`config.mk`:
```
export PLATFORM = sky130hd
export DESIGN_NAME = scalar_constant_alu
export DESIGN_NICKNAME = d
export VERILOG_FILES = /design/src/sca_pkg.sv /design/src/sca_alu.sv /design/src/scalar_constant_alu.sv
export SDC_FILE = /design/constraint.sdc
export NUM_CORES = 2
export LEC_CHECK = 0
export ABC_AREA = 1
export ABC_CLOCK_PERIOD_IN_PS = 11000
export BUFFER_PORTS_ARGS = -buffer_cell sky130_fd_sc_hd__buf_2
export CAP_MARGIN = 20
export CELL_PAD_IN_SITES_DETAIL_PLACEMENT = 2
export CELL_PAD_IN_SITES_GLOBAL_PLACEMENT = 2
export CORE_ASPECT_RATIO = 0.8
export CORE_MARGIN = 10
export CORE_UTILIZATION = 36
export CTS_CLUSTER_SIZE = 20
export DETAILED_ROUTE_END_ITERATION = 10
export GPL_TIMING_DRIVEN = 0
export PLACE_DENSITY = 0.9
export SETUP_SLACK_MARGIN = 0.5
export SYNTH_ARGS = -nofsm -noshare
export SYNTH_HDL_FRONTEND = slang
export SYNTH_SLANG_ARGS = --single-unit
export TNS_END_PERCENT = 30
```
`constraint.sdc`:
```
create_clock -name clk -period 11 [get_ports clk]
set_input_delay 1.1 -clock clk [delete_from_list [all_inputs] [get_ports clk]]
set_output_delay 1.1 -clock clk [all_outputs]
set_load 0.02 [all_outputs]
```
`src/sca_pkg.sv`:
```
// ----------------------------------------------------------------------------
// sca_pkg
// shared types and operation codes of the scalar constant alu
// ----------------------------------------------------------------------------
`default_nettype none

package sca_pkg;

  localparam int unsigned WordW = 32;
  localparam int unsigned KindW = 5;

  // operation codes, 25..31 are unsupported
  typedef enum logic [KindW-1:0] {
    OP_ADD        = 5'd0,
    OP_ADDC       = 5'd1,
    OP_ADD_CO     = 5'd2,
    OP_SUB        = 5'd3,
    OP_SUBB       = 5'd4,
    OP_SUB_BO     = 5'd5,
    OP_MUL_LO     = 5'd6,
    OP_AND        = 5'd7,
    OP_ANDN       = 5'd8,
    OP_OR         = 5'd9,
    OP_ORN        = 5'd10,
    OP_XOR        = 5'd11,
    OP_NOT        = 5'd12,
    OP_SHL        = 5'd13,
    OP_LSR        = 5'd14,
    OP_ASR        = 5'd15,
    OP_MASK32     = 5'd16,
    OP_MASK64_LO  = 5'd17,
    OP_MASK64_HI  = 5'd18,
    OP_ADD3       = 5'd19,
    OP_SHL_ADD    = 5'd20,
    OP_SHL_ADD_CO = 5'd21,
    OP_ADD_SHL    = 5'd22,
    OP_XOR_ADD    = 5'd23,
    OP_SHL_OR     = 5'd24
  } sca_op_t;

  // one operation with its operands
  typedef struct packed {
    logic [KindW-1:0] kind;
    logic [WordW-1:0] arg_a;
    logic [WordW-1:0] arg_b;
    logic [WordW-1:0] arg_c;
  } sca_item_t;

  // one result
  typedef struct packed {
    logic [WordW-1:0] value;
    logic             unsupported;
  } sca_result_t;

endpackage

`default_nettype wire

```
`src/sca_alu.sv`:
```
// ----------------------------------------------------------------------------
// sca_alu
// combinational datapath, one operation per item
// ----------------------------------------------------------------------------
`default_nettype none

module sca_alu (
  input  sca_pkg::sca_item_t   item,
  output sca_pkg::sca_result_t res
);

  logic [4:0]  sh;
  logic        ci;
  logic [32:0] sum_ci;
  logic [31:0] shl;
  logic [31:0] prod;
  logic [31:0] mask32;
  logic [63:0] mask64;
  logic [63:0] wide;
  logic [32:0] low_sum;
  logic [31:0] wide_hi;
  logic        borrow;

  always_comb begin
    sh      = item.arg_b[4:0];
    ci      = item.arg_c[0];
    sum_ci  = {1'b0, item.arg_a} + {1'b0, item.arg_b} + {32'd0, ci};
    shl     = item.arg_a << sh;
    prod    = item.arg_a * item.arg_b;
    mask32  = ((32'd1 << item.arg_a[4:0]) - 32'd1) << sh;
    mask64  = ((64'd1 << item.arg_a[5:0]) - 64'd1) << item.arg_b[5:0];
    // 64-bit shifted operand plus addend, upper word kept for the carry form
    wide    = {32'd0, item.arg_a} << sh;
    low_sum = {1'b0, wide[31:0]} + {1'b0, item.arg_c};
    wide_hi = wide[63:32] + {31'd0, low_sum[32]};
    borrow  = ({1'b0, item.arg_b} + {32'd0, ci}) > {1'b0, item.arg_a};

    res.unsupported = 1'b0;
    case (sca_pkg::sca_op_t'(item.kind))
      sca_pkg::OP_ADD:        res.value = item.arg_a + item.arg_b;
      sca_pkg::OP_ADDC:       res.value = sum_ci[31:0];
      sca_pkg::OP_ADD_CO:     res.value = {31'd0, sum_ci[32]};
      sca_pkg::OP_SUB:        res.value = item.arg_a - item.arg_b;
      sca_pkg::OP_SUBB:       res.value = item.arg_a - item.arg_b - {31'd0, ci};
      sca_pkg::OP_SUB_BO:     res.value = {31'd0, borrow};
      sca_pkg::OP_MUL_LO:     res.value = prod;
      sca_pkg::OP_AND:        res.value = item.arg_a & item.arg_b;
      sca_pkg::OP_ANDN:       res.value = item.arg_a & ~item.arg_b;
      sca_pkg::OP_OR:         res.value = item.arg_a | item.arg_b;
      sca_pkg::OP_ORN:        res.value = item.arg_a | ~item.arg_b;
      sca_pkg::OP_XOR:        res.value = item.arg_a ^ item.arg_b;
      sca_pkg::OP_NOT:        res.value = ~item.arg_a;
      sca_pkg::OP_SHL:        res.value = shl;
      sca_pkg::OP_LSR:        res.value = item.arg_a >> sh;
      sca_pkg::OP_ASR:        res.value = $unsigned($signed(item.arg_a) >>> sh);
      sca_pkg::OP_MASK32:     res.value = mask32;
      sca_pkg::OP_MASK64_LO:  res.value = mask64[31:0];
      sca_pkg::OP_MASK64_HI:  res.value = mask64[63:32];
      sca_pkg::OP_ADD3:       res.value = item.arg_a + item.arg_b + item.arg_c;
      sca_pkg::OP_SHL_ADD:    res.value = low_sum[31:0];
      sca_pkg::OP_SHL_ADD_CO: res.value = wide_hi;
      sca_pkg::OP_ADD_SHL:    res.value = (item.arg_a + item.arg_b) << item.arg_c[4:0];
      sca_pkg::OP_XOR_ADD:    res.value = (item.arg_a ^ item.arg_b) + item.arg_c;
      sca_pkg::OP_SHL_OR:     res.value = shl | item.arg_c;
      default: begin
        res.value       = 32'd0;
        res.unsupported = 1'b1;
      end
    endcase
  end

endmodule

`default_nettype wire

```
`src/scalar_constant_alu.sv`:
```
// ----------------------------------------------------------------------------
// scalar_constant_alu
// 32-bit scalar alu with 25 operations on three operands
// ----------------------------------------------------------------------------
// Each input transfer carries an operation code on s_axis_tuser and three
// 32-bit operands on s_axis_tdata; each yields exactly one output transfer
// with the 32-bit result on m_axis_tdata and the unsupported-code flag on
// m_axis_tuser (codes 25..31 give zero and the flag). The block takes one
// transfer per clock unless a stalled output has filled both registers. An
// accepted transfer is held in the input register; its result is loaded
// into the result register and offered on m_axis from there, with the whole
// operation (the 32x32 low multiply being the longest path) computed between
// the two registers. The input side keeps taking transfers while a finished
// result waits on a stalled output, until both registers are full.
// ----------------------------------------------------------------------------
`default_nettype none

module scalar_constant_alu (
  input  wire logic        clk,
  input  wire logic        rst,
  // input stream
  input  wire logic        s_axis_tvalid,
  output      logic        s_axis_tready,
  input  wire logic [95:0] s_axis_tdata,   // arg_a [31:0], arg_b [63:32], arg_c [95:64]
  input  wire logic [4:0]  s_axis_tuser,   // kind [4:0]
  // result stream
  output      logic        m_axis_tvalid,
  input  wire logic        m_axis_tready,
  output      logic [31:0] m_axis_tdata,   // value [31:0]
  output      logic        m_axis_tuser    // unsupported [0]
);

  // input register stage
  logic                 in_valid;
  sca_pkg::sca_item_t   in_item;
  // result register stage
  logic                 out_valid;
  sca_pkg::sca_result_t out_res;
  sca_pkg::sca_result_t alu_res;
  logic                 out_load;

  // the result register loads a held item when it is empty or being drained
  assign out_load      = in_valid && (!out_valid || m_axis_tready);
  assign s_axis_tready = !in_valid || out_load;

  always_ff @(posedge clk) begin
    if (rst) begin
      in_valid  <= 1'b0;
      out_valid <= 1'b0;
    end else begin
      if (s_axis_tready) begin
        in_valid <= s_axis_tvalid;
      end
      if (out_load) begin
        out_valid <= 1'b1;
      end else if (m_axis_tready) begin
        out_valid <= 1'b0;
      end
    end
  end

  // payload registers, no reset
  always_ff @(posedge clk) begin
    if (s_axis_tvalid && s_axis_tready) begin
      in_item.kind  <= s_axis_tuser;
      in_item.arg_a <= s_axis_tdata[31:0];
      in_item.arg_b <= s_axis_tdata[63:32];
      in_item.arg_c <= s_axis_tdata[95:64];
    end
    if (out_load) begin
      out_res <= alu_res;
    end
  end

  sca_alu u_alu (
    .item (in_item),
    .res  (alu_res)
  );

  assign m_axis_tvalid = out_valid;
  assign m_axis_tdata  = out_res.value;
  assign m_axis_tuser  = out_res.unsupported;

endmodule

`default_nettype wire

```
==> results.md, run 1 <==
- The wire-length estimate of the detail-placed layout is 390000 microns.
- The y dimension of the die is 355 microns.
- By area, the combinational part of the netlist is dominated by simple AND/OR/NAND/NOR gates.
- The last stage reached is global routing (5_1_grt).
- Routability-driven placement finished with a final weighted congestion of 1.18.
- The compound-gate portion of the synthesized area is 13.3%.
- The number of different library cells used by synthesis comes to 67.
- In this run, synthesis inferred 134 flip-flops with an integrated enable.
- The post-synthesis cell area is 50400 sq um.
- After floorplanning, the core was divided into 122 placement rows.
- Each instance of the synthesized netlist takes up on average 5.97 sq um.
- The post-synthesis cell count is 8447.
- The number of clock buffers added by TritonCTS is 17.
- The number of port buffers is 139.
- The wire length of the first global-routing pass is 927000 microns.
- The first error in the log reads "[ERROR GRT-0116] Global routing finished with congestion. Check the congestion regions in the DRC Viewer".
- The number of hold buffers added after cts is 0.
- The synthesized netlist devotes 24.4% of its cell area to adder and majority cells.
- Across every metal layer, demand over resource in global routing totals 85.7%.
- Of the post-synthesis cell area, the part taken by muxes is 0.0794%.
- The synthesis-stage register bit count is 136.
- The run stopped with a tool error.
- In the post-synthesis netlist, the biggest area contributors are nand2_1 (18%), fa_1 (16%), nand3_1 (10%).
- The total I/O pin count is 140.
- Summed over all layers, the global routing overflow is 5370.
- The sequential-to-total area share from yosys stat is 8.06%.
- The clock tree synthesis step divided the H-tree into 4 levels.
- Of the post-synthesis cell area, the dominant cell type holds 17.9%.
- The starting density of the core is 36.3%.
- The cell count after placement is 10500.
- The total cell area at the placement stage is 53700 sq um.
- The Yosys step of the flow raised 0 warnings.
- No sink is reached through more buffers than the 2 on the longest clock path.
- The number of clock sinks is 136.
- The largest net degree at the start of global routing is 91.
- The xor/xnor cell area share of the yosys netlist is 3.33%.
- The tree is rooted in a clkbuf_16.
- The simple-gate share of the synthesized area is 37.2%.
- In the synthesized netlist the async set-or-reset flop fraction comes to 0%.
- Measured along the x axis, the die boundary spans 438 microns.
- For this run, the leading register cell type out of synthesis is edfxtp_1.
- The largest area contributor in the synthesized netlist is nand2_1.
- The number of nets in the synthesized netlist is 9289.
- The number of global-route vias before repair is 91200.
[per-layer routing]
layer | GRT usage (%) | GRT overflow
met3 | 79.2 | 653
met5 | 59.8 | 55
met2 | 96.7 | 2611
met1 | 86.0 | 995
met4 | 77.7 | 1056
[synthesized netlist by cell type (5+ instances only)]
cell type and n:
nand4_1 114, o211ai_1 69, a211oi_1 12, o21a_1 20, o21ai_1 27, nand2_1 2407, buf_2 103, a21oi_1 374
or2_2 42, o221ai_1 14, nand3_1 1004, buf_6 6, nor2_1 654, inv_1 1322, o31ai_1 6, xnor2_1 32
nand3_2 7, clkbuf_1 188, buf_4 9, nor3_1 88, nand3b_1 13, ha_1 323, xor2_1 156, a2111oi_0 7
o21bai_1 13, nand2_2 12, a21boi_0 7, nor2_2 27, a31oi_1 27, nor3_2 5, a21o_1 13, nor4_1 22
o22ai_1 28, fa_1 414, edfxtp_1 134, and2_1 15, clkinv_1 9, o21ai_0 503, buf_1 113, o21ai_2 9
o2111ai_1 27, a221oi_1 14, inv_2 11
[per-stage QoR]
| stage | setup slack (ns) | hold WS [ns] |
|---|---|---|
| CTS | 0.388 | 0.550 |
| detailed placement | -2.91 | 0.541 |
| global placement | -2.00 | 0.451 |
| floorplan | 2.55 | 0.445 |
[kinds of logic after synthesis]
| family | after synthesis |
|---|---|
| simple gates | 4428 |
| buf+inv | 1763 |
| compound gates | 1189 |
| fa+ha+maj | 737 |
| xor+xnor | 190 |
| flops | 136 |
| mux | 4 |
[repair_timing]
item	CTS
gates resized for setup	126
pin swaps	7
setup buffers	10
endpoints found under the setup margin	26
==> run 2, diff against run 1 <==
--- a/config.mk
+++ b/config.mk
@@ -9,16 +9,11 @@
 export ABC_CLOCK_PERIOD_IN_PS = 11000
 export BUFFER_PORTS_ARGS = -buffer_cell sky130_fd_sc_hd__buf_2
 export CAP_MARGIN = 20
-export CELL_PAD_IN_SITES_DETAIL_PLACEMENT = 2
-export CELL_PAD_IN_SITES_GLOBAL_PLACEMENT = 2
-export CORE_ASPECT_RATIO = 0.8
 export CORE_MARGIN = 10
-export CORE_UTILIZATION = 36
-export CTS_CLUSTER_SIZE = 20
+export CORE_UTILIZATION = 28
 export DETAILED_ROUTE_END_ITERATION = 10
 export GPL_TIMING_DRIVEN = 0
-export PLACE_DENSITY = 0.9
-export SETUP_SLACK_MARGIN = 0.5
+export PLACE_DENSITY_LB_ADDON = 0.15
 export SYNTH_ARGS = -nofsm -noshare
 export SYNTH_HDL_FRONTEND = slang
 export SYNTH_SLANG_ARGS = --single-unit
==> run 2 against run 1 <==
The flow now finishes, with violations (setup timing). Synthesized cell count is the same. Synthesized area is the same.
==> results.md, run 2 <==
- The flow ran to the end, but the final reports show violations.
- The checks that failed: setup timing.
- Of the total power, registers draw 4.6%.
- The cell area after layout is 55400 sq um.
- In this run, synthesis produced a sequential element count of 136.
- After layout, the minimum clock period comes to 11.01 ns.
- The count of unresolved DRC violations after routing is 0.
- TritonCTS built the clock tree.
- The sequential-to-total area share from yosys stat is 8.06%.
- Synthesis handed over a netlist of 8447 instances.
- The cell family with the largest share of critical-path delay is adder cells.
- Along the worst hold path, the cell count comes to 2.
- Entering global routing, the biggest net connects 86 pins.
- The relative slew slack is 12.6%.
- Setup total negative slack on the finished layout was measured at -0.00739 ns.
- The worst path required time is 11.30 ns.
- In this run, the clock network consumes 4.1% of the power.
- Routability-driven placement finished with a final weighted congestion of 1.08.
- Across the run, the number of max-cap violations was 0.
- The first-pass iteration count of the detailed router is 6.
- Port buffering added 139 buffers.
- The cell depth of the worst setup path is 33.
- The initial DRC count is 7500.
- Global routing consumed, over all layers together, 38.2% of the routing resources.
- The maximum cell stage delay along the critical path is 1.04 ns.
- Compared with the post-synthesis result, the final layout area differs by 9.94%.
- The worst-case IR drop observed on VDD is 0.724 mV.
- Pin placement for this block handled 140 I/O pins.
- The placed wire-length estimate is 340000 microns.
- The initial antenna violation count came to 28.
- The number of flip-flops under the largest register name is 101.
- The final count of hold timing violations was 0.
- The maximum clock frequency is 90.8 MHz.
- The dominant synthesized flop cell is edfxtp_1.
- The proportion of total power due to net switching is 62.4%.
- The number of buffers created by CTS is 17.
- On the final layout, the worst clock skew is 0.0471 ns.
- After synthesis, the netlist uses 67 different library cells.
- Dividing the detail-routed wire length by the instance count gives 35.5 microns.
- The type of the most critical hold path is reg2reg.
- The kind of end point of the critical path is a flop.
- In the final design database the tool counted 9495 nets.
- The area inside the core boundary is 179000 sq um.
- The number of global-route vias before repair is 60600.
- The number of H-tree levels is 4.
- The number of fill cells is 20700.
- Yosys attributes the largest share of cell area to nand2_1 (18%), fa_1 (16%), nand3_1 (10%).
- Counting along the longest clock path gives a buffer depth of 2.
- The total overflow reported by the global router is 0.
- The first global-routing pass estimated 523000 microns of wire.
- The via count is 62100.
- Counting both buffers and inverters, the worst setup path holds a total of 8.
- The area used by multi-input combinational logic is 39600 sq um.
- The fraction of final layout cells sized beyond drive strength 1 is 5.69%.
- The category of the critical setup timing path is reg2reg.
- Leaving out fill and tap cells, the most frequent cell in the layout is nand2_1.
- A synthesized cell averages 5.97 sq um.
- The startpoint kind of the worst setup timing path is a flop.
- Clock-pin slew was measured on the worst setup and hold paths at 0.09 ns.
- On the critical path, the stage with the largest delay is an instance of edfxtp_1.
- The floorplan has 155 rows.
- By instance count, the leading cell after synthesis is nand2_1.
- The y dimension of the die is 444 microns.
- The part of the total power dissipated in combinational logic is 91.3%.
- During synthesis, Yosys emitted a total of 0 warnings.
- The clock net in this run drives a total of 136 sinks.
- Dividing total power by cell area gives a power density of 281 nW/um^2.
- The internal power of the cells totals 0.00586 W.
- The share of async-settable or async-resettable flops after synthesis is 0%.
- In the synthesized netlist, the cells that appear most often are nand2_1 (2407), inv_1 (1322), nand3_1 (1004).
- Counting flops with a built-in enable in the synthesized netlist gives 134.
- Setup repair after global routing could not meet its margin everywhere.
- The clock latency on the worst-skew pair is 0.59 ns.
- The worst-case setup margin in the final layout is -0.00739 ns.
- The depth of the most critical reg-to-reg path is 33.
- The most numerous cell on the critical path is fa_1.
- Leaving out fill and tap cells, the most frequent cells in the layout are nand2_1 (2407), inv_1 (1321), nand3_1 (1004).
- The share of the cycle needed by the critical path after routing is 100%.
- The arrival time of data at the critical path endpoint is 11.31 ns.
- The total count of max-transition violations in the final report is 0.
- The clock root buffer is clkbuf_16.
- The area of all sequential standard cells is 4060 sq um.
- The register with the most flip-flops is in_item.
- The die extent in x is 444 microns.
- The top fanout value on the critical path is 10.
- The switching power of the nets is 0.00970 W.
- For this block, the routed nets add up to 391000 microns of wire.
- Setup violations remaining at the end of the flow were counted as 1.
- Dividing the detail-routed via count by the number of cells gives 5.63.
- The die covers 198000 sq um.
- Once detail routing completed, the nets flagged for antenna violations numbered 0.
- The leakage component of the power is 29.0 nW.
- The worst-margin pin slew is 1.31 ns.
- The total cell area at the placement stage is 54800 sq um.
- The number of nets handed over by synthesis was 9289.
- The starting density of the core is 28.2%.
- The top cell type's share of synthesized area is 17.9%.
- The post-synthesis cell area is 50400 sq um.
- The largest area contributor in the synthesized netlist is nand2_1.
-- run 2: final timing paths --
| path | start | end | slack [ns] |
|---|---|---|---|
| max | in_item[75]$_DFFE_PP_ | m_axis_tdata[28]$_DFFE_PP_ | -0.007 |
| min | in_valid$_SDFFE_PP0N_ | m_axis_tvalid$_SDFFE_PP0P_ | 0.54 |
| max reg2reg | in_item[75]$_DFFE_PP_ | m_axis_tdata[28]$_DFFE_PP_ | -0.007 |
| min reg2reg | in_valid$_SDFFE_PP0N_ | m_axis_tvalid$_SDFFE_PP0P_ | 0.54 |
-- run 2: cell type report --
type | count | share of cell area [%]
Multi-Input combinational cell | 6548 | 71.4
Inverter | 1342 | 9.09
Timing Repair Buffer | 202 | 2.61
Clock buffer | 18 | 0.774
Tap cell | 2355 | 5.31
Antenna cell | 4 | 0.0181
Buffer | 406 | 3.20
Sequential cell | 136 | 7.33
Clock inverter | 14 | 0.255
-- run 2: cells by family (layout without fill, tap and decap cells) --
| family | after synthesis | count (layout) | share of synthesized area, % |
|---|---|---|---|
| compound gates | 1189 | 1189 | 13.3 |
| buf+inv | 1763 | 1982 | 13.5 |
| fa+ha+maj | 737 | 737 | 24.4 |
| other cells | 0 | 4 | 0 |
| simple gates | 4428 | 4428 | 37.2 |
| flops | 136 | 136 | 8.06 |
| xor+xnor | 190 | 190 | 3.33 |
| mux | 4 | 4 | 0.0794 |
-- run 2: per-layer routing --
layer,share of wire (%),global-route usage (%),up-vias
met5,0.038,0,-
met4,7.3,23.1,22
met3,7.4,6.33,763
met2,44,61.2,3168
met1,41,48.0,30700
li1,-,-,27500
-- run 2: stage by stage --
stage	instances	hold WS [ns]	setup slack (ns)	total power (W)	util, %
after floorplan	8447	0.445	2.55	0.00994	-
after global placement	10900	0.457	-1.95	0.0145	30.2
after detailed placement	11000	0.530	-2.01	0.0146	30.7
after CTS	11000	0.542	0.0106	0.0154	31.0
after global routing	11000	0.580	-0.0444	0.0171	31.0
final	11000	0.537	-0.00739	0.0156	31.0
-- run 2: power groups by stage --
stage          registers [W]  logic (W)  clock network [W]
2_1_floorplan       0.000698    0.00924                  0
3_5_place_dp        0.000725     0.0139                  0
4_1_cts             0.000712     0.0140           0.000654
3_3_place_gp        0.000730     0.0137                  0
6_report            0.000716     0.0142           0.000640
5_1_grt             0.000714     0.0157           0.000666
-- run 2: repair_timing --
item	in CTS	in global routing
pin swaps	1	1
setup endpoints to repair	20	4
hold buffers	0	0
gates cloned	0	0
setup buffers	3	0
resized for setup	16	6
-- run 2: worst reg2reg max path, delay by kind of cell, from the launching register on --
family                   cells  cell delay, ns
flip-flops                   1            1.04
buffers and inverters        8            2.22
adder cells (fa/ha/maj)      9            4.28
AND/OR/NAND/NOR             14            2.67
AO/OA/AOI/OAI                2            0.55
(Power assumes the default switching activity.)
